==> src/design/b2d_pkg.sv <==
// Shared constants and types for the binary to decimal digit converter.
package b2d_pkg;

  // Field widths
  localparam int VALUE_W = 32;
  localparam int CHAR_W  = 6;
  localparam int DIGIT_W = 4;

  // Digit buffer sizing
  localparam int MAX_DIGITS = 10;
  localparam int DIGIT_BUF  = 10;
  localparam int LIMIT_RAW  = (MAX_DIGITS < DIGIT_BUF) ? MAX_DIGITS : DIGIT_BUF;
  localparam int LIMIT      = (LIMIT_RAW < 1) ? 1 : LIMIT_RAW;
  localparam int DIG_IDX_W  = (LIMIT > 1) ? $clog2(LIMIT) : 1;

  // Divider: quotient bits resolved per cycle
  localparam int DIV_STEP = 4;
  localparam int STEP_N   = VALUE_W / DIV_STEP;
  localparam int STEP_W   = (STEP_N > 1) ? $clog2(STEP_N) : 1;

  localparam int RADIX      = 10;
  localparam int ASCII_ZERO = 48;

  typedef enum logic [1:0] {
    ST_IDLE,
    ST_DIV,
    ST_EMIT
  } state_e;

  // Request into the divide-by-ten unit
  typedef struct packed {
    logic               start;
    logic [VALUE_W-1:0] dividend;
  } div_req_t;

  // Response from the divide-by-ten unit
  typedef struct packed {
    logic               done;
    logic [VALUE_W-1:0] quotient;
    logic [DIGIT_W-1:0] rem;
  } div_rsp_t;

endpackage

==> src/design/b2d_in_if.sv <==
// Input channel: one signed integer per transfer.
interface b2d_in_if;
  logic                       valid;
  logic                       ready;
  logic signed [b2d_pkg::VALUE_W-1:0] value;

  modport source (output valid, output value, input ready);
  modport sink   (input valid, input value, output ready);
endinterface

==> src/design/b2d_out_if.sv <==
// Output channel: one ASCII digit per transfer, flagged on the final digit.
interface b2d_out_if;
  logic                       valid;
  logic                       ready;
  logic [b2d_pkg::CHAR_W-1:0] digit_char;
  logic                       last;

  modport source (output valid, output digit_char, output last, input ready);
  modport sink   (input valid, input digit_char, input last, output ready);
endinterface

==> src/design/b2d_div10.sv <==
// Iterative restoring divide-by-ten unit, DIV_STEP quotient bits per cycle.
module b2d_div10 (
  input  logic              clk_i,
  input  logic              rst_ni,
  input  b2d_pkg::div_req_t req_i,
  output b2d_pkg::div_rsp_t rsp_o
);
  import b2d_pkg::*;

  logic               busy_q, busy_d;
  logic               done_q, done_d;
  logic [STEP_W-1:0]  step_q, step_d;
  logic [VALUE_W-1:0] n_q, n_d;
  logic [DIGIT_W-1:0] r_q, r_d;

  // One chunk of shift-and-subtract: dividend bits shift out the top,
  // quotient bits shift in at the bottom of the same register.
  always_comb begin
    logic [DIGIT_W:0]    t;
    logic [DIGIT_W-1:0]  r;
    logic [DIV_STEP-1:0] qb;
    r  = r_q;
    qb = '0;
    t  = '0;
    for (int i = 0; i < DIV_STEP; i++) begin
      t = {r, n_q[VALUE_W-1-i]};
      if (t >= (DIGIT_W+1)'(RADIX)) begin
        r                  = DIGIT_W'(t - (DIGIT_W+1)'(RADIX));
        qb[DIV_STEP-1-i]   = 1'b1;
      end else begin
        r = t[DIGIT_W-1:0];
      end
    end

    busy_d = busy_q;
    done_d = 1'b0;
    step_d = step_q;
    n_d    = n_q;
    r_d    = r_q;
    if (req_i.start) begin
      busy_d = 1'b1;
      step_d = '0;
      n_d    = req_i.dividend;
      r_d    = '0;
    end else if (busy_q) begin
      n_d    = {n_q[VALUE_W-DIV_STEP-1:0], qb};
      r_d    = r;
      step_d = step_q + STEP_W'(1);
      if (step_q == STEP_W'(STEP_N - 1)) begin
        busy_d = 1'b0;
        done_d = 1'b1;
      end
    end
  end

  // Control state
  always_ff @(posedge clk_i or negedge rst_ni) begin
    if (!rst_ni) begin
      busy_q <= 1'b0;
      done_q <= 1'b0;
      step_q <= '0;
    end else begin
      busy_q <= busy_d;
      done_q <= done_d;
      step_q <= step_d;
    end
  end

  // Datapath
  always_ff @(posedge clk_i) begin
    n_q <= n_d;
    r_q <= r_d;
  end

  assign rsp_o.done     = done_q;
  assign rsp_o.quotient = n_q;
  assign rsp_o.rem      = r_q;

endmodule

==> src/design/binary_to_decimal_digits.sv <==
// Top level: sequencer and digit buffer around the shared divide-by-ten unit.
//
// Usage:
//   in_i  carries one signed 32-bit value per transfer. in_i.ready is high
//         only while the block is idle; it drops for the whole conversion.
//   out_o carries the decimal digits as ASCII, most significant first, one
//         per transfer, with last set on the final digit. No sign, no leading
//         zeros. Zero and negative values give the single digit '0'.
// Timing and throughput:
//   A positive value takes one division per digit, up to ten digits; each
//   remainder is written when the divider's registered done flag rises.
//   Zero or negative values skip the divider and show their digit in the
//   cycle after the transfer. Digits then leave at one per cycle while
//   out_o.ready is high; the next value is accepted in the cycle after the
//   last digit's transfer. The divide-by-ten unit sets the pace: DIV_STEP
//   quotient bits per cycle.
// Reset: returns to idle with in_i.ready high; any conversion is dropped.
// Stall: a digit waiting on out_o holds steady until the receiver takes it;
//   the converter simply waits.
module binary_to_decimal_digits (
  input  logic      clk_i,
  input  logic      rst_ni,
  b2d_in_if.sink    in_i,
  b2d_out_if.source out_o
);
  import b2d_pkg::*;

  state_e             state_q, state_d;
  logic [DIG_IDX_W-1:0] wr_ptr_q, wr_ptr_d;
  logic [DIG_IDX_W-1:0] rd_ptr_q, rd_ptr_d;
  logic [DIGIT_W-1:0] buf_q [LIMIT];

  div_req_t div_req;
  div_rsp_t div_rsp;

  logic in_xfer;
  logic out_xfer;
  logic non_pos;
  logic div_finish;
  logic buf_we;
  logic [DIG_IDX_W-1:0] buf_waddr;
  logic [DIGIT_W-1:0]   buf_wdata;

  b2d_div10 u_div (
    .clk_i  (clk_i),
    .rst_ni (rst_ni),
    .req_i  (div_req),
    .rsp_o  (div_rsp)
  );

  assign in_xfer  = in_i.valid && in_i.ready;
  assign out_xfer = out_o.valid && out_o.ready;
  assign non_pos  = (in_i.value == '0) || in_i.value[VALUE_W-1];
  // Stop dividing when the quotient runs out or the buffer is full
  assign div_finish = (div_rsp.quotient == '0) ||
                      (wr_ptr_q == DIG_IDX_W'(LIMIT - 1));

  // Next state
  always_comb begin
    state_d = state_q;
    case (state_q)
      ST_IDLE: begin
        if (in_xfer) begin
          state_d = non_pos ? ST_EMIT : ST_DIV;
        end
      end
      ST_DIV: begin
        if (div_rsp.done && div_finish) begin
          state_d = ST_EMIT;
        end
      end
      ST_EMIT: begin
        if (out_xfer && (rd_ptr_q == '0)) begin
          state_d = ST_IDLE;
        end
      end
      default: state_d = ST_IDLE;
    endcase
  end

  // Outputs of the sequencer
  always_comb begin
    div_req.start    = 1'b0;
    div_req.dividend = in_i.value;
    buf_we           = 1'b0;
    buf_waddr        = wr_ptr_q;
    buf_wdata        = div_rsp.rem;
    wr_ptr_d         = wr_ptr_q;
    rd_ptr_d         = rd_ptr_q;
    in_i.ready       = 1'b0;
    out_o.valid      = 1'b0;
    case (state_q)
      ST_IDLE: begin
        in_i.ready = 1'b1;
        wr_ptr_d   = '0;
        if (in_xfer) begin
          if (non_pos) begin
            buf_we    = 1'b1;
            buf_waddr = '0;
            buf_wdata = '0;
            rd_ptr_d  = '0;
          end else begin
            div_req.start = 1'b1;
          end
        end
      end
      ST_DIV: begin
        div_req.dividend = div_rsp.quotient;
        if (div_rsp.done) begin
          buf_we = 1'b1;
          if (div_finish) begin
            rd_ptr_d = wr_ptr_q;
          end else begin
            wr_ptr_d      = wr_ptr_q + DIG_IDX_W'(1);
            div_req.start = 1'b1;
          end
        end
      end
      ST_EMIT: begin
        out_o.valid = 1'b1;
        if (out_xfer && (rd_ptr_q != '0)) begin
          rd_ptr_d = rd_ptr_q - DIG_IDX_W'(1);
        end
      end
      default: ;
    endcase
  end

  assign out_o.digit_char = CHAR_W'(ASCII_ZERO) + CHAR_W'(buf_q[rd_ptr_q]);
  assign out_o.last       = (rd_ptr_q == '0);

  // Control registers
  always_ff @(posedge clk_i or negedge rst_ni) begin
    if (!rst_ni) begin
      state_q  <= ST_IDLE;
      wr_ptr_q <= '0;
      rd_ptr_q <= '0;
    end else begin
      state_q  <= state_d;
      wr_ptr_q <= wr_ptr_d;
      rd_ptr_q <= rd_ptr_d;
    end
  end

  // Digit buffer, least significant digit at entry zero
  always_ff @(posedge clk_i) begin
    if (buf_we) begin
      buf_q[buf_waddr] <= buf_wdata;
    end
  end

endmodule

==> src/flat_wrapper.sv <==
// flat-port wrapper written by rule: the top's interface ports become plain ports
module binary_to_decimal_digits_flat import b2d_pkg::*;
  (clk_i, rst_ni, in_i_valid, in_i_value, in_i_ready, out_o_valid, out_o_digit_char, out_o_last, out_o_ready);
  b2d_in_if in_i_i ();
  b2d_out_if out_o_i ();
  input  logic clk_i;
  input  logic rst_ni;
  input wire logic [$bits(in_i_i.valid)-1:0] in_i_valid;
  input wire logic [$bits(in_i_i.value)-1:0] in_i_value;
  output wire logic [$bits(in_i_i.ready)-1:0] in_i_ready;
  output wire logic [$bits(out_o_i.valid)-1:0] out_o_valid;
  output wire logic [$bits(out_o_i.digit_char)-1:0] out_o_digit_char;
  output wire logic [$bits(out_o_i.last)-1:0] out_o_last;
  input wire logic [$bits(out_o_i.ready)-1:0] out_o_ready;
  assign in_i_i.valid = in_i_valid;
  assign in_i_i.value = in_i_value;
  assign in_i_ready = in_i_i.ready;
  assign out_o_valid = out_o_i.valid;
  assign out_o_digit_char = out_o_i.digit_char;
  assign out_o_last = out_o_i.last;
  assign out_o_i.ready = out_o_ready;
  binary_to_decimal_digits u_core (.clk_i(clk_i), .rst_ni(rst_ni), .in_i(in_i_i), .out_o(out_o_i));
endmodule
==> config.mk <==
export PLATFORM = sky130hd
export DESIGN_NAME = binary_to_decimal_digits_flat
export DESIGN_NICKNAME = d
export VERILOG_FILES = /design/src/design/b2d_pkg.sv /design/src/design/b2d_in_if.sv /design/src/design/b2d_out_if.sv /design/src/design/b2d_div10.sv /design/src/design/binary_to_decimal_digits.sv /design/src/flat_wrapper.sv
export SDC_FILE = /design/constraint.sdc
export NUM_CORES = 1
export LEC_CHECK = 0
export ABC_AREA = 1
export BUFFER_PORTS_ARGS = -buffer_cell sky130_fd_sc_hd__buf_2
export CAP_MARGIN = 20
export CORE_MARGIN = 2
export CORE_UTILIZATION = 59
export CTS_CLUSTER_DIAMETER = 100
export DETAILED_ROUTE_END_ITERATION = 16
export GPL_ROUTABILITY_DRIVEN = 1
export PLACE_DENSITY = 0.85
export SYNTH_ARGS = -nofsm -noshare
export SYNTH_HDL_FRONTEND = slang
export SYNTH_SLANG_ARGS = --single-unit
==> constraint.sdc <==
create_clock -name clk_i -period 4.77 [get_ports clk_i]
set_clock_uncertainty 0.05 [all_clocks]
set_input_delay 0.2385 -clock clk_i [delete_from_list [all_inputs] [get_ports clk_i]]
set_output_delay 0.2385 -clock clk_i [all_outputs]
set_load 0.05 [all_outputs]
**Word-level counts from Yosys, hierarchy flattened**

Memory sizes are Yosys's and may differ from the RTL's.
Cells that the tools add are included.

- Register bits after elaboration: 51
- Memory bits (writable): 40
- Input port bits: 36
- Word-level logic and storage cells: 105
- Memories: 1

Memories:

| name | words | bits a word | rd ports | clocked after Yosys merged registers in | write ports | line | source |
|---|---|---|---|---|---|---|---|
| u_core.buf_q | 10 | 4 | 1 | 0 | 1 | binary_to_decimal_digits.sv:31 | `logic [DIGIT_W-1:0] buf_q [LIMIT];` |

- $add $sub $neg: 8
- Magnitude comparators: 4
- Equality and inequality tests: 13
- Mux-type cells: 52
- Reduce and logical (&&, ||, !) cells: 19

Operators by type and width:

| operator | count |
|---|---|
| 2-to-1 mux 32 bit | 3 |
| 2-to-1 mux 4 bit | 17 |
| zero test 32 bit | 2 |
| 2-to-1 mux 1 bit | 21 |
| >= comparator 5 x 4 -> 1 bit (second input constant) | 4 |
| subtractor 4 bit (second input constant) | 4 |
| != test 2 x 1 -> 1 bit (second input constant) | 6 |
| case mux 4 bit (3 select lines) | 1 |
| 2-to-1 mux 2 bit | 4 |
| case mux 4 bit (2 select lines) | 1 |
| adder 5 x 5 -> 6 bit (first input constant) | 1 |
| 2-to-1 mux 3 bit | 2 |
| != test 2 bit (second input constant) | 3 |
| case mux 2 bit (3 select lines) | 1 |
| AND reduction 3 bit | 2 |
| AND reduction 6 bit | 1 |
| logical AND 1 bit | 5 |
| adder 4 x 1 -> 4 bit (second input constant) | 1 |
| == test 4 bit (second input constant) | 1 |
| zero test 4 bit | 1 |
| case mux 1 bit (2 select lines) | 2 |
| nonzero test 2 bit | 2 |
| nonzero test 4 bit | 1 |
| subtractor 4 x 1 -> 4 bit (second input constant) | 1 |
| 8 further kinds | 9 |

**Logic depth before layout (Yosys ltp)**

Gate-level depths: netlist (run 1).

- Depth in word-level cells: 10
- Mapped depth: 32

**By module**

A second synthesis (run 1) with hierarchy kept.

- Cell total of the unflattened synthesis: 661
- Area, all modules: 5312.6 um^2

Modules (own cells, without submodules):

| module | instances | cells each | area each (um^2) | sequential area each (um^2) |
|---|---|---|---|---|
| binary_to_decimal_digits | 1 | 416 | 3119.2 | 1451.4 |
| b2d_div10 | 1 | 245 | 2193.4 | 1166.1 |

**Worst setup path before layout (run 1)**

No wires, ideal clock.

- Kind: reg2reg
- Start: register u_core.state_q[0]
- End: register u_core.u_div.n_q[0], enable pin
- Data arrival time: 3084 ps
- Data required time: 4288 ps
- Slack: 1204 ps
- Cell stages (with the launch flop): 9
- Path buffers: 0
- Clock period less this slack: 3566 ps
- Cells stage by stage: dfrtp_1 -> inv_1 -> ha_1 -> nand3_1 -> nand2_1 -> inv_2 -> nand2_1 -> inv_1 -> a21oi_1

- Cells in the longest elaborated chain, start to end: 7
- Elaborated cells on any way between the ends: 9
- Classes of those cells: 2 x eq/ne; 3 x mux; 4 x reduce/logical

RTL lines:

| element | line | source |
|---|---|---|
| start: declaration | binary_to_decimal_digits.sv:28 | `state_e state_q, state_d;` |
| start signal: assignment | binary_to_decimal_digits.sv:139 | `state_q <= state_d;` |
| zero test 2 bit (*) | binary_to_decimal_digits.sv:92 | `case (state_q)` |
| 2-to-1 mux 1 bit (*) | binary_to_decimal_digits.sv:92 |  |
| named net in_i_ready | flat_wrapper.sv:10 | `output wire logic [$bits(in_i_i.ready)-1:0] in_i_ready;` |
| logical AND 1 bit (*) | binary_to_decimal_digits.sv:51 | `assign in_xfer = in_i.valid && in_i.ready;` |
| 2-to-1 mux 1 bit (*) | binary_to_decimal_digits.sv:96 | `if (in_xfer) begin` |
| case mux 1 bit (2 select lines) (*) | binary_to_decimal_digits.sv:92 |  |
| != test 2 bit (no line) / nonzero test 2 bit (equally long branches) | n/a |  |
| AND reduction 2 bit (no line) (*) | n/a |  |
| end signal: assignment | b2d_div10.sv:71 | `n_q <= n_d;` |
| end: declaration | b2d_div10.sv:13 | `logic [VALUE_W-1:0] n_q, n_d;` |

Mark *: on every way through the listed nets, which the timed path passes. The rest lies on a longest branch.
A chain may end at the register's enable or synchronous reset.

**Worst setup path in the final report (run 1)**

- Start: register u_core.u_div.r_q[1]
- End: register u_core.u_div.n_q[0] (data pin)

- Cells in the longest elaborated chain, start to end: 10
- Elaborated cells on any way between the ends: 13
- Classes of those cells: 3 x add/sub; 4 x order compare; 6 x mux

RTL lines:

| element | line | source |
|---|---|---|
| start: declaration | b2d_div10.sv:14 | `logic [DIGIT_W-1:0] r_q, r_d;` |
| start signal: assignment | b2d_div10.sv:72 | `r_q <= r_d;` |
| subtractor 4 bit / >= comparator 5 x 4 -> 1 bit (equally long branches) | b2d_div10.sv:28, b2d_div10.sv:27 |  |
| 2-to-1 mux 4 bit (*) | b2d_div10.sv:27 | `if (t >= (DIGIT_W+1)'(RADIX)) begin` |
| subtractor 4 bit / >= comparator 5 x 4 -> 1 bit (equally long branches) | b2d_div10.sv:28, b2d_div10.sv:27 |  |
| 2-to-1 mux 4 bit (*) | b2d_div10.sv:27 |  |
| >= comparator 5 x 4 -> 1 bit / subtractor 4 bit (equally long branches) | b2d_div10.sv:27, b2d_div10.sv:28 |  |
| 2-to-1 mux 4 bit (*) | b2d_div10.sv:27 |  |
| >= comparator 5 x 4 -> 1 bit (*) | b2d_div10.sv:27 |  |
| 2-to-1 mux 1 bit (*) | b2d_div10.sv:27 |  |
| 2-to-1 mux 32 bit (*) | b2d_div10.sv:45 | `end else if (busy_q) begin` |
| 2-to-1 mux 32 bit (*) | b2d_div10.sv:40 | `if (req_i.start) begin` |
| named net u_core.u_div.n_d[0] | b2d_div10.sv:13 |  |

Mark *: on every way through the listed nets, which the timed path passes. The rest lies on a longest branch. The select of a mux whose other input is x is not followed.

==> impl_summary.txt, run 1 <==
----------------------------------------------------
[Status]
  Run status ... completed

[Final layout]
  Final net count ... 587
  Layout Area Growth over Synthesis ... 10.29%
  Layout cell share with drive strength beyond 1 ... 17.50%
  Commonest cells after routing, fill and taps aside ... nand2_1 (133), edfxtp_1 (72), nor2_1 (50), buf_2 (42), inv_1 (35)
  Ant. Diodes ... 0
  Non-Filler Cell Area, Final ... 5111 um2
  Layout Cells excl Fill ... 645
  Footprint of the multi-input gates ... 1780 um2
  Most common cell after layout, fill and taps aside ... nand2_1
  Area taken by flip-flops and latches ... 2618 um2
  Filler Cells Inserted ... 583

[Critical path]
  Delay of the slowest cell on the worst path ... 380 ps
  Max stage delay cell, worst path ... dfxtp_1
  Data arrival time of the critical path ... 3600 ps
  Kind of start point of the critical path ... flip-flop
  Critical Path Sink Type ... flip-flop
  Worst-path fanout max ... 4
  Required arrival time at the worst endpoint ... 4820 ps
  Crit Path Category ... reg2reg

[Run]
  Max-Cap Viols ... 0

[Timing]
  Total count of max-transition violations in the final report ... 0
  Part of the cycle the worst path needs ... 74.61%
  RSZ-0062 raised after global routing ... no
  Time the worst path needs with I/O delays and setup ... 3559 ps
  Top achievable clock speed ... 281.0 MHz
  Max transition margin ... 38.35%
  Endpoints failing setup ... 0
  Worst Max-Slew Pin Slew ... 916.3 ps
  Hold Fails Final Rpt ... 0
  Summed negative setup slack over all endpoints ... 0 ps

[Clocking]
  Insertion delay to the later sink of the worst-skew pair ... 360 ps
  Clock root buffer ... clkbuf_8
  Number of sinks handled by clock tree synthesis ... 91
  Number of buffers between clock root and the deepest sink ... 2
  Clock tree from TritonCTS ... done
  CTS H-tree depth ... 3
  Clock slew seen by the registers of the worst setup and hold paths ... 100 ps
  Number of cells upsized or downsized after cts ... 0
  Number of buffers inserted during clock tree synthesis ... 9

[Power and ir drop]
  Static leakage power ... 2.182 nW
  Power per standard cell area ... 748.8 nW/um2
  Peak supply drop ... 0.0003771 V
  Overall power of the completed layout ... 3.827 mW

[Yosys]
  Share of async-settable or async-resettable flops after synthesis ... 16.48%
  Unique cell type count in the Yosys netlist ... 38
  Fraction of the yosys area taken by sequential cells ... 56.48%
  Number of flops mapped to enable cells by yosys ... 72
  Synthesis warning total ... 0
  Cell type contributing the most total cell area after synthesis ... edfxtp_1
  Area share of the leading cell type in the synthesized netlist ... 46.65%
  Main synth FF type ... edfxtp_1
  Gate count after technology mapping ... 497
  Cell types with the largest area share after synthesis ... edfxtp_1 (47%), nand2_1 (11%), dfrtp_1 (8.1%), nor2_1 (4.0%), ha_1 (3.5%)
  Number of flip-flops and latches in the synthesized netlist ... 91
  Total standard cell area after synthesis ... 4634 um2
  Mean cell area of the mapped netlist ... 9.325 um2

[Detailed routing]
  Vias per cell ... 5.595
  First-pass DRT Iterations ... 5
  Number of DRC violations after detailed routing ... 0
  Wire length after detailed routing ... 9661 um
  Final ANT Viol Nets ... 0
  Via total after detailed routing ... 3609
  Initial detailed-routing violation count ... 217
  Wire length per cell after detailed routing ... 14.98 um

[Die]
  Top-level port count ... 45
  Placeable core region ... 7687 um2
  Total die area ... 8580 um2
  Effective utilization at floorplan ... 60.29%
  Vertical die dimension ... 92.63 um
  Rows ... 32
  Die outline width ... 92.63 um

[Global routing]
  Vias in the first global route ... 3583
  Total track usage ... 24.19%
  Maximum number of pins on one net before global-route repair ... 41
  Number of antenna violations at the first check in global routing ... 0
  Global-route wire length before repair ... 16330 um
  Overflow left after global routing ... 0

[Placement]
  Post-Place Cell Area ... 4925 um2
  Placed Cells incl. Taps ... 628
  Count of buffers inserted at the top-level ports ... 42
  Final RePlAce weighted congestion ... 0.8783
  Post-detail-place hpwl ... 6993 um

[Hold path]
  Path class of the lowest-slack min-delay path ... in2reg

----------------------------------------------------
metrics by stage:
| step | hold slack, ps | setup slack [ps] | utilization, % |
|---|---|---|---|
| after floorplan | -107.1 | 1204 | - |
| after CTS | 109.8 | 1234 | 66.49 |
| after detailed placement | 113.2 | 1257 | 64.06 |
| after global placement | 107.4 | 1469 | 64.06 |
| after global routing | 122.0 | 945.5 | 66.49 |
| final | 112.0 | 1211 | 66.49 |
kinds of logic (layout without fill, tap and decap cells):
family,after synthesis,after routing,share of synthesized area (%)
other,1,2,0.08092
xor gates and xnor gates,2,2,0.3780
DFF,91,91,56.48
adders and majority gates,13,13,3.510
and+or+nand+nor,255,255,25.30
buffers and inverters,62,107,5.264
AOI/OAI and AO/OA,73,73,8.991
critical path: cells and delay by family (launching register included):
family                     cells  cell delay [ps]
AOI/OAI and AO/OA              1               70
and+or+nand+nor               17             1520
buffers and inverters          7              530
DFF                            1              380
adders and majority gates      4              750
sequential cells by signal, summed over array words and instances, names as in the netlist:
signal,cells
u_core.u_div.r_q,4
u_core.state_q,2
u_core.rd_ptr_q,4
u_core.u_div.n_q,32
u_core.u_div.done_q,1
u_core.u_div.step_q,3
u_core.buf_q,40
u_core.u_div.busy_q,1
u_core.wr_ptr_q,4
where the power goes:
part | internal [mW] | switching (mW) | total [mW]
combinational | 0.628 | 1.34 | 1.97
clock | 0.194 | 0.282 | 0.477
sequential | 1.22 | 0.162 | 1.38
cells in the mapped netlist, drive strengths merged (2+ instances only):
cell    count
nor4       16
inv        44
buf         4
a21oi       7
o211ai      6
clkinv      2
nand4       5
nor3        5
dfrtp      15
dfxtp       4
edfxtp     72
o21ai      42
nand3      27
o22ai      12
nand2     149
clkbuf     12
ha         13
a22o        2
nor2       52
cell type report:
type,instances,area share [%]
Clock inverter,6,0.9547
Timing Repair Buffer,45,4.602
Tap cell,102,2.497
Clock buffer,10,2.497
Inverter,46,3.403
Multi-Input combinational cell,345,34.83
Sequential cell,91,51.21
metal layers:
metal / GRT usage [%] / wire length, um / up-vias
met1: 30.61 / 4189 / 1702
met4: 9.681 / 222 / 0
met2: 42.09 / 4873 / 103
met3: 3.499 / 375 / 20
met5: 0 / 0 / -
li1: - / - / 1784
final timing paths:
kind,from,end,slack (ps),depth (start not counted)
setup reg to reg,u_core.u_div.r_q[1],u_core.u_div.n_q[0],1210,29
max in group asynchronous,rst_ni,u_core.u_div.done_q,4140,2
min in group asynchronous,rst_ni,u_core.wr_ptr_q[0],260,2
setup / recovery,u_core.u_div.r_q[1],u_core.u_div.n_q[0],1210,29
hold reg to reg,u_core.u_div.r_q[1],u_core.u_div.r_q[1],450,2
hold / removal,in_i_value[17],u_core.u_div.n_q[17],110,3
repair_timing:
item | in CTS | in global routing
hold endpoints to repair | 15 | 0
hold buffers | 1 | 0
buffers inserted | 0 | 0
No activity file was read; power rests on OpenSTA's default activity.
==> run 2, diff against run 1 <==
ABC_AREA = 0   (was 1)
CORE_UTILIZATION = 54   (was 59)
PLACE_DENSITY = 0.81   (was 0.85)
clock period = 3.1 ns   (was 4.77 ns; I/O delays follow)
==> impl_summary.txt, run 2 <==
----------------------------------------------------
[Status]
  Run status ... complete, but fails checks
  Violations in the final reports ... setup timing

[Hold path]
  Path class of the lowest-slack min-delay path ... in2reg
  Hold Path Origin ... in_i_value[24]
  End of the worst hold path ... u_core.u_div.n_q[24]
  Number of cells traversed by the worst hold path ... 2

[Final layout]
  Commonest cells after routing, fill and taps aside ... edfxtp_1 (72), buf_2 (42), buf_4 (35), mux2_2 (28), nor2_1 (25)
  Largest registers ... u_core.buf_q: 40 flops, u_core.u_div.n_q: 32 flops
  Ant. Diodes ... 0
  Final net count ... 516
  Layout Area Growth over Synthesis ... 17.41%
  Most common cell after layout, fill and taps aside ... edfxtp_1
  Final core utilization ... 65.25%
  Biggest register ... u_core.buf_q
  Layout cell share with drive strength beyond 1 ... 35.59%
  Number of flip-flops in the largest register ... 40

[Power and ir drop]
  Peak supply drop ... 0.0002465 V
  Static leakage power ... 2.115 nW
  Power per standard cell area ... 384.1 nW/um2

[Clocking]
  Number of sinks handled by clock tree synthesis ... 91
  Insertion delay to the later sink of the worst-skew pair ... 370 ps
  CTS H-tree depth ... 3
  Number of buffers inserted during clock tree synthesis ... 9
  Clock tree from TritonCTS ... done
  Clock slew seen by the registers of the worst setup and hold paths ... 100 ps
  Clock root buffer ... clkbuf_8
  Number of buffers between clock root and the deepest sink ... 2

[Critical path]
  Slack of the worst reg-to-reg path ... -590 ps
  Kind of start point of the critical path ... flip-flop
  Reg2Reg Launch Point ... u_core.u_div.r_q[0]
  Delay of the slowest cell on the worst path ... 360 ps
  Required arrival time at the worst endpoint ... 3160 ps
  Max stage delay cell, worst path ... dfxtp_4
  Worst reg2reg path endpoint ... u_core.u_div.n_q[0]
  Logic depth of the worst path, buffers included ... 22
  Critical Path Sink Type ... flip-flop
  Cell type with the highest occurrence count on the critical path ... ha_4
  Cell-by-cell trace of the critical path ... inv_4 > ha_4 > and2b_2 > o21ai_2 > and2b_2 > ha_4 > o22ai_2 > a221oi_2 > a21oi_2 > a21o_1 > inv_2 > ha_4 > a21oi_4 > o31ai_2 > o21ai_1 > a311oi_2 > nor2_1 > a21oi_2 > ha_2 > o31ai_4 > a21boi_2 > o21ai_1
  Largest delay share family, worst path ... compound AO/OA/AOI/OAI gates
  Number of buffers and inverters on the critical path ... 2
  Data arrival time of the critical path ... 3760 ps
  Worst-path fanout max ... 4
  Crit Path Category ... reg2reg
  Length in cells of the worst reg-to-reg path ... 22

[Timing]
  Worst Max-Slew Pin Slew ... 836.8 ps
  RSZ-0062 raised after global routing ... yes
  Hold Fails Final Rpt ... 0
  Total count of max-transition violations in the final report ... 0
  Endpoints failing setup ... 4
  Top achievable clock speed ... 270.9 MHz
  Time the worst path needs with I/O delays and setup ... 3691 ps
  Worst Slack Setup Final ... -591.5 ps
  Part of the cycle the worst path needs ... 119.1%
  Max transition margin ... 43.96%
  Summed negative setup slack over all endpoints ... -2278 ps

[Die]
  Effective utilization at floorplan ... 55.58%
  Top-level port count ... 45
  Rows ... 34
  Vertical die dimension ... 98.51 um
  Die outline width ... 98.51 um
  Placeable core region ... 8678 um2
  Total die area ... 9704 um2

[Yosys]
  Number of flip-flops and latches in the synthesized netlist ... 91
  Fraction of the yosys area taken by sequential cells ... 54.27%
  Cell with the most instances after synthesis ... edfxtp_1
  Total standard cell area after synthesis ... 4823 um2
  Unique cell type count in the Yosys netlist ... 65
  Synthesis warning total ... 0
  Main synth FF type ... edfxtp_1
  Area share of the leading cell type in the synthesized netlist ... 44.82%
  Gate count after technology mapping ... 398
  Cell types with the largest area share after synthesis ... edfxtp_1 (45%), dfrtp_1 (7.8%), mux2_2 (6.5%), mux4_2 (3.7%), ha_1 (3.4%)
  Most frequent cells after synthesis ... edfxtp_1 (72), mux2_2 (28), nor2_1 (25)
  Number of flops mapped to enable cells by yosys ... 72
  Cell type contributing the most total cell area after synthesis ... edfxtp_1
  Share of async-settable or async-resettable flops after synthesis ... 16.48%
  Mean cell area of the mapped netlist ... 12.12 um2

[Detailed routing]
  Vias per cell ... 5.931
  First-pass DRT Iterations ... 7
  Wire length after detailed routing ... 10490 um
  Initial detailed-routing violation count ... 218
  Wire length per cell after detailed routing ... 18.09 um
  Via total after detailed routing ... 3440
  Number of DRC violations after detailed routing ... 0
  Final ANT Viol Nets ... 0

[Global routing]
  GR met1 Demand/Resource ... 30.07%
  Layer with the highest usage ... met2
  Number of antenna violations at the first check in global routing ... 0
  Fraction of met2 tracks used by global routing ... 38.83%
  Global-route wire length before repair ... 17460 um
  Maximum number of pins on one net before global-route repair ... 33
  Total track usage ... 22.78%
  GR Util met3 ... 4.113%
  Vias in the first global route ... 3514
  Overflow left after global routing ... 0

[Placement]
  Post-detail-place hpwl ... 7729 um
  Count of buffers inserted at the top-level ports ... 42
  Post-place setup slack ... -702.1 ps
  Final RePlAce weighted congestion ... 0.9030

[Run]
  Max-Cap Viols ... 0

----------------------------------------------------
run 2: cell types whose count changed after synthesis, sizes merged, moves of 7 or more:
| cell | before | now |
|---|---|---|
| nand3 | 27 | 10 |
| nor2 | 52 | 25 |
| mux2 | 0 | 29 |
| mux2i | 0 | 7 |
| o21ai | 42 | 26 |
| a21oi | 7 | 20 |
| and2 | 0 | 8 |
| nand2 | 149 | 19 |
| mux4 | 0 | 8 |
| o22ai | 12 | 2 |
| inv | 44 | 21 |
run 2: kinds of logic (layout without fill, tap and decap cells):
group | after synthesis | in the layout | synth area share (%)
other cells | 1 | 2 | 0.07775
buf+inv | 43 | 116 | 3.995
fa+ha+maj | 13 | 13 | 3.372
simple gates | 122 | 122 | 13.88
xor+xnor | 4 | 4 | 0.7263
mux | 44 | 44 | 12.04
compound gates | 80 | 80 | 11.65
flops | 91 | 91 | 54.27
run 2: metrics by stage:
step                instance area, um2  std cells  power [mW]  hold WS (ps)
finish                            5663        580       2.175         53.05
global route                      5663        580       2.250         40.36
CTS                               5614        577       2.184         46.77
detailed placement                5374        555       1.438         30.11
global placement                  5374        555       1.431         29.25
floorplan                         4910        399       1.390        -190.6
run 2: routing by layer:
| metal | vias to the layer above | wire length [um] |
|---|---|---|
| met5 | - | 0 |
| met3 | 11 | 550 |
| met4 | 0 | 112 |
| met2 | 102 | 5400 |
| met1 | 1680 | 4427 |
| li1 | 1647 | - |
run 2: area by class of cell:
class	instances	area, um2
Inverter	21	81.33
Timing Repair Buffer	79	503.0
Sequential cell	91	2623
Clock buffer	9	123.9
Clock inverter	7	57.56
Tap cell	108	135.1
Multi-Input combinational cell	265	2140
Fill cell	648	3015
run 2: timing repair:
| action | 4_1_cts | 5_1_grt |
|---|---|---|
| buffers inserted | 5 | 3 |
| endpoints found under the setup margin | 4 | 4 |
| gates resized for setup | 3 | 5 |
| pin swaps | 11 | 3 |
| hold endpoints to repair | 15 | 0 |
| hold buffers | 1 | 0 |
run 2: worst max path at each step:
stage	start	to	slack (ps)
CTS	u_core.u_div.r_q[0]	u_core.u_div.r_q[2]	-590
floorplan	u_core.u_div.r_q[0]	u_core.u_div.r_q[2]	-770
global route	u_core.u_div.r_q[0]	u_core.u_div.r_q[2]	-820
finish	u_core.u_div.r_q[0]	u_core.u_div.n_q[0]	-590
global placement	u_core.u_div.r_q[0]	u_core.u_div.r_q[2]	-580
detailed placement	u_core.u_div.r_q[0]	u_core.u_div.n_q[0]	-700
run 2: report_power, final:
group / leakage (nW) / switching, mW / internal (mW)
clock network: 0.0886 / 0.458 / 0.304
registers: 0.928 / 0.0156 / 1.31
logic: 1.10 / 0.0538 / 0.0378
total: 2.12 / 0.528 / 1.65
==> run 3, diff against run 2 <==
CORE_ASPECT_RATIO = 1.4   (was default)
==> impl_summary.txt, run 3 (synthesis results as in run 2) <==
----------------------------------------------------
[Die]
  Vertical die dimension ... 115.8 um
  Effective utilization at floorplan ... 56.03%
  Rows ... 40
  Placeable core region ... 8608 um2
  Total die area ... 9715 um2
  Top-level port count ... 45
  Die outline width ... 83.88 um

[Final layout]
  Area taken by flip-flops and latches ... 2623 um2
  Number of flip-flops in the largest register ... 40
  Footprint of the multi-input gates ... 2135 um2
  Layout Cells excl Fill ... 583
  Biggest register ... u_core.buf_q
  Filler Cells Inserted ... 616
  Final net count ... 522
  Non-Filler Cell Area, Final ... 5838 um2
  Layout cell share with drive strength beyond 1 ... 36.40%
  Commonest cells after routing, fill and taps aside ... edfxtp_1 (72), buf_2 (42), buf_4 (41), mux2_2 (28), nor2_1 (25)
  Largest registers ... u_core.buf_q: 40 flops, u_core.u_div.n_q: 32 flops
  Most common cell after layout, fill and taps aside ... edfxtp_1
  Layout Area Growth over Synthesis ... 21.04%
  Ant. Diodes ... 0

[Power and ir drop]
  Power per standard cell area ... 437.3 nW/um2
  Switching power ... 0.5604 mW
  Internal ... 1.993 mW
  Clock power share ... 44.7%
  Part of the total power dissipated in combinational logic ... 3.5%
  Peak supply drop ... 0.0003489 V
  Power share of the sequential group ... 51.8%
  Static leakage power ... 2.210 nW
  Fraction of power spent switching nets ... 21.95%

[Placement]
  Placed Cells incl. Taps ... 557
  Post-detail-place hpwl ... 7958 um
  Post-place setup slack ... -723.0 ps
  Count of buffers inserted at the top-level ports ... 42
  Final RePlAce weighted congestion ... 0.8774
  Post-Place Cell Area ... 5408 um2

[Critical path]
  Length in cells of the worst reg-to-reg path ... 22
  Data arrival time of the critical path ... 3910 ps
  Cell type with the highest occurrence count on the critical path ... ha_4
  Crit Path Category ... reg2reg
  Reg2Reg Launch Point ... u_core.u_div.r_q[1]
  End point of the critical path ... u_core.u_div.r_q[2]
  Slack of the worst reg-to-reg path ... -640 ps
  Required arrival time at the worst endpoint ... 3260 ps
  Worst reg2reg path endpoint ... u_core.u_div.r_q[2]
  Delay of the slowest cell on the worst path ... 330 ps
  Max stage delay cell, worst path ... dfxtp_2
  Worst-path fanout max ... 4
  Kind of start point of the critical path ... flip-flop
  Cell-by-cell trace of the critical path ... inv_2 > ha_4 > o21ai_2 > a211oi_2 > and2b_2 > ha_4 > a211o_2 > and2_1 > a21o_1 > inv_2 > ha_4 > a21oi_2 > o31ai_1 > o21ai_1 > a311oi_2 > nor2_1 > a21oi_2 > ha_4 > o31ai_4 > a21boi_2 > buf_4 > o221ai_2
  CP Launch Point ... u_core.u_div.r_q[1]
  Critical Path Sink Type ... flip-flop

[Detailed routing]
  Final ANT Viol Nets ... 0
  Wire length after detailed routing ... 10740 um
  First-pass DRT Iterations ... 5
  Vias per cell ... 6.002
  Initial detailed-routing violation count ... 163
  Wire length per cell after detailed routing ... 18.42 um
  Number of DRC violations after detailed routing ... 0
  Via total after detailed routing ... 3499

[Timing]
  Hold Fails Final Rpt ... 0
  Total count of max-transition violations in the final report ... 0
  Endpoints failing setup ... 4
  RSZ-0062 raised after global routing ... yes
  Worst Max-Slew Pin Slew ... 906.2 ps
  Time the worst path needs with I/O delays and setup ... 3744 ps
  Part of the cycle the worst path needs ... 120.8%
  Worst Slack Setup Final ... -644.3 ps
  Final Hold Slack ... 59.61 ps
  Max transition margin ... 39.30%
  Top achievable clock speed ... 267.1 MHz

[Global routing]
  Vias in the first global route ... 3739
  Total track usage ... 23.51%
  GR Util met3 ... 4.274%
  GR met1 Demand/Resource ... 24.29%
  Number of antenna violations at the first check in global routing ... 0
  Maximum number of pins on one net before global-route repair ... 33
  Overflow left after global routing ... 0
  Layer with the highest usage ... met2
  Fraction of met2 tracks used by global routing ... 45.60%
  Global-route wire length before repair ... 17700 um

[Status]
  Violations in the final reports ... setup timing
  Run status ... complete, but fails checks

[Clocking]
  Number of buffers inserted during clock tree synthesis ... 9
  Number of buffers between clock root and the deepest sink ... 2
  Clock slew seen by the registers of the worst setup and hold paths ... 70 ps
  Insertion delay to the later sink of the worst-skew pair ... 340 ps
  CTS H-tree depth ... 3
  Number of sinks handled by clock tree synthesis ... 91
  Clock tree from TritonCTS ... done
  Clock root buffer ... clkbuf_16

[Hold path]
  Path class of the lowest-slack min-delay path ... in2reg

[Run]
  Max-Cap Viols ... 0

----------------------------------------------------
[run 3: changes by cell type in the layout (fill, tap and decap cells not counted), sizes merged]
cell | previous run | this run
clkinv | 1 | 3
clkinvlp | 2 | 0
inv | 25 | 24
bufinv | 0 | 1
buf | 78 | 84
[run 3: metal layers]
layer	wire (um)	vias to the layer above
met1	3846	1716
met2	6217	92
met4	305	0
met5	0	-
met3	372	28
li1	-	1663
[run 3: power by group through the flow]
stage	sequential, mW	clock [mW]	combinational, mW
2_1_floorplan	1.34	0	0.0474
3_3_place_gp	1.35	0	0.0851
3_5_place_dp	1.35	0	0.0882
4_1_cts	1.32	1.16	0.0893
5_1_grt	1.32	1.21	0.100
6_report	1.32	1.14	0.0888
[run 3: how the worst min path moves through the flow]
stage                         from                     end  slack [ps]  depth (start not counted)
floorplan                   rst_ni      u_core.rd_ptr_q[0]        -190                          0
global placement            rst_ni      u_core.rd_ptr_q[1]          40                          1
detailed placement          rst_ni  u_core.u_div.step_q[2]          40                          1
CTS                  in_i_value[2]     u_core.u_div.n_q[2]          50                          3
global route        in_i_value[25]    u_core.u_div.n_q[25]          80                          2
finish               in_i_value[2]     u_core.u_div.n_q[2]          60                          3
[run 3: cell type report]
| type | instances | share of cell area [%] |
|---|---|---|
| tap | 105 | 2.250 |
| inverter | 21 | 1.393 |
| clock inverter | 7 | 1.629 |
| clock buffer | 9 | 3.858 |
| timing repair buffer | 85 | 9.387 |
| sequential | 91 | 44.92 |
| multi-input combinational | 265 | 36.56 |
[run 3: critical path: cells and delay by family (launching register included)]
family,cells,cell delay (ps)
AND/OR/NAND/NOR,3,530
buffers and inverters,3,270
AO/OA/AOI/OAI,12,1790
adder cells (fa/ha/maj),4,660
flip-flops,1,330
[run 3: stage by stage]
stage / utilization (%) / total power [mW] / setup TNS, ps
after floorplan: - / 1.390 / -2756
after global placement: 62.82 / 1.433 / -2209
after detailed placement: 62.82 / 1.437 / -2729
after CTS: 67.34 / 2.568 / -2156
after global routing: 67.82 / 2.637 / -3097
final: 67.82 / 2.553 / -2485
[run 3: timing repair]
| item | CTS | global route |
|---|---|---|
| setup buffers | 5 | 4 |
| gates cloned | 0 | 0 |
| hold buffers | 1 | 0 |
| resized for setup | 4 | 3 |
| endpoints found under the hold margin | 15 | 0 |
| endpoints found under the setup margin | 4 | 4 |
| pin swaps | 15 | 0 |
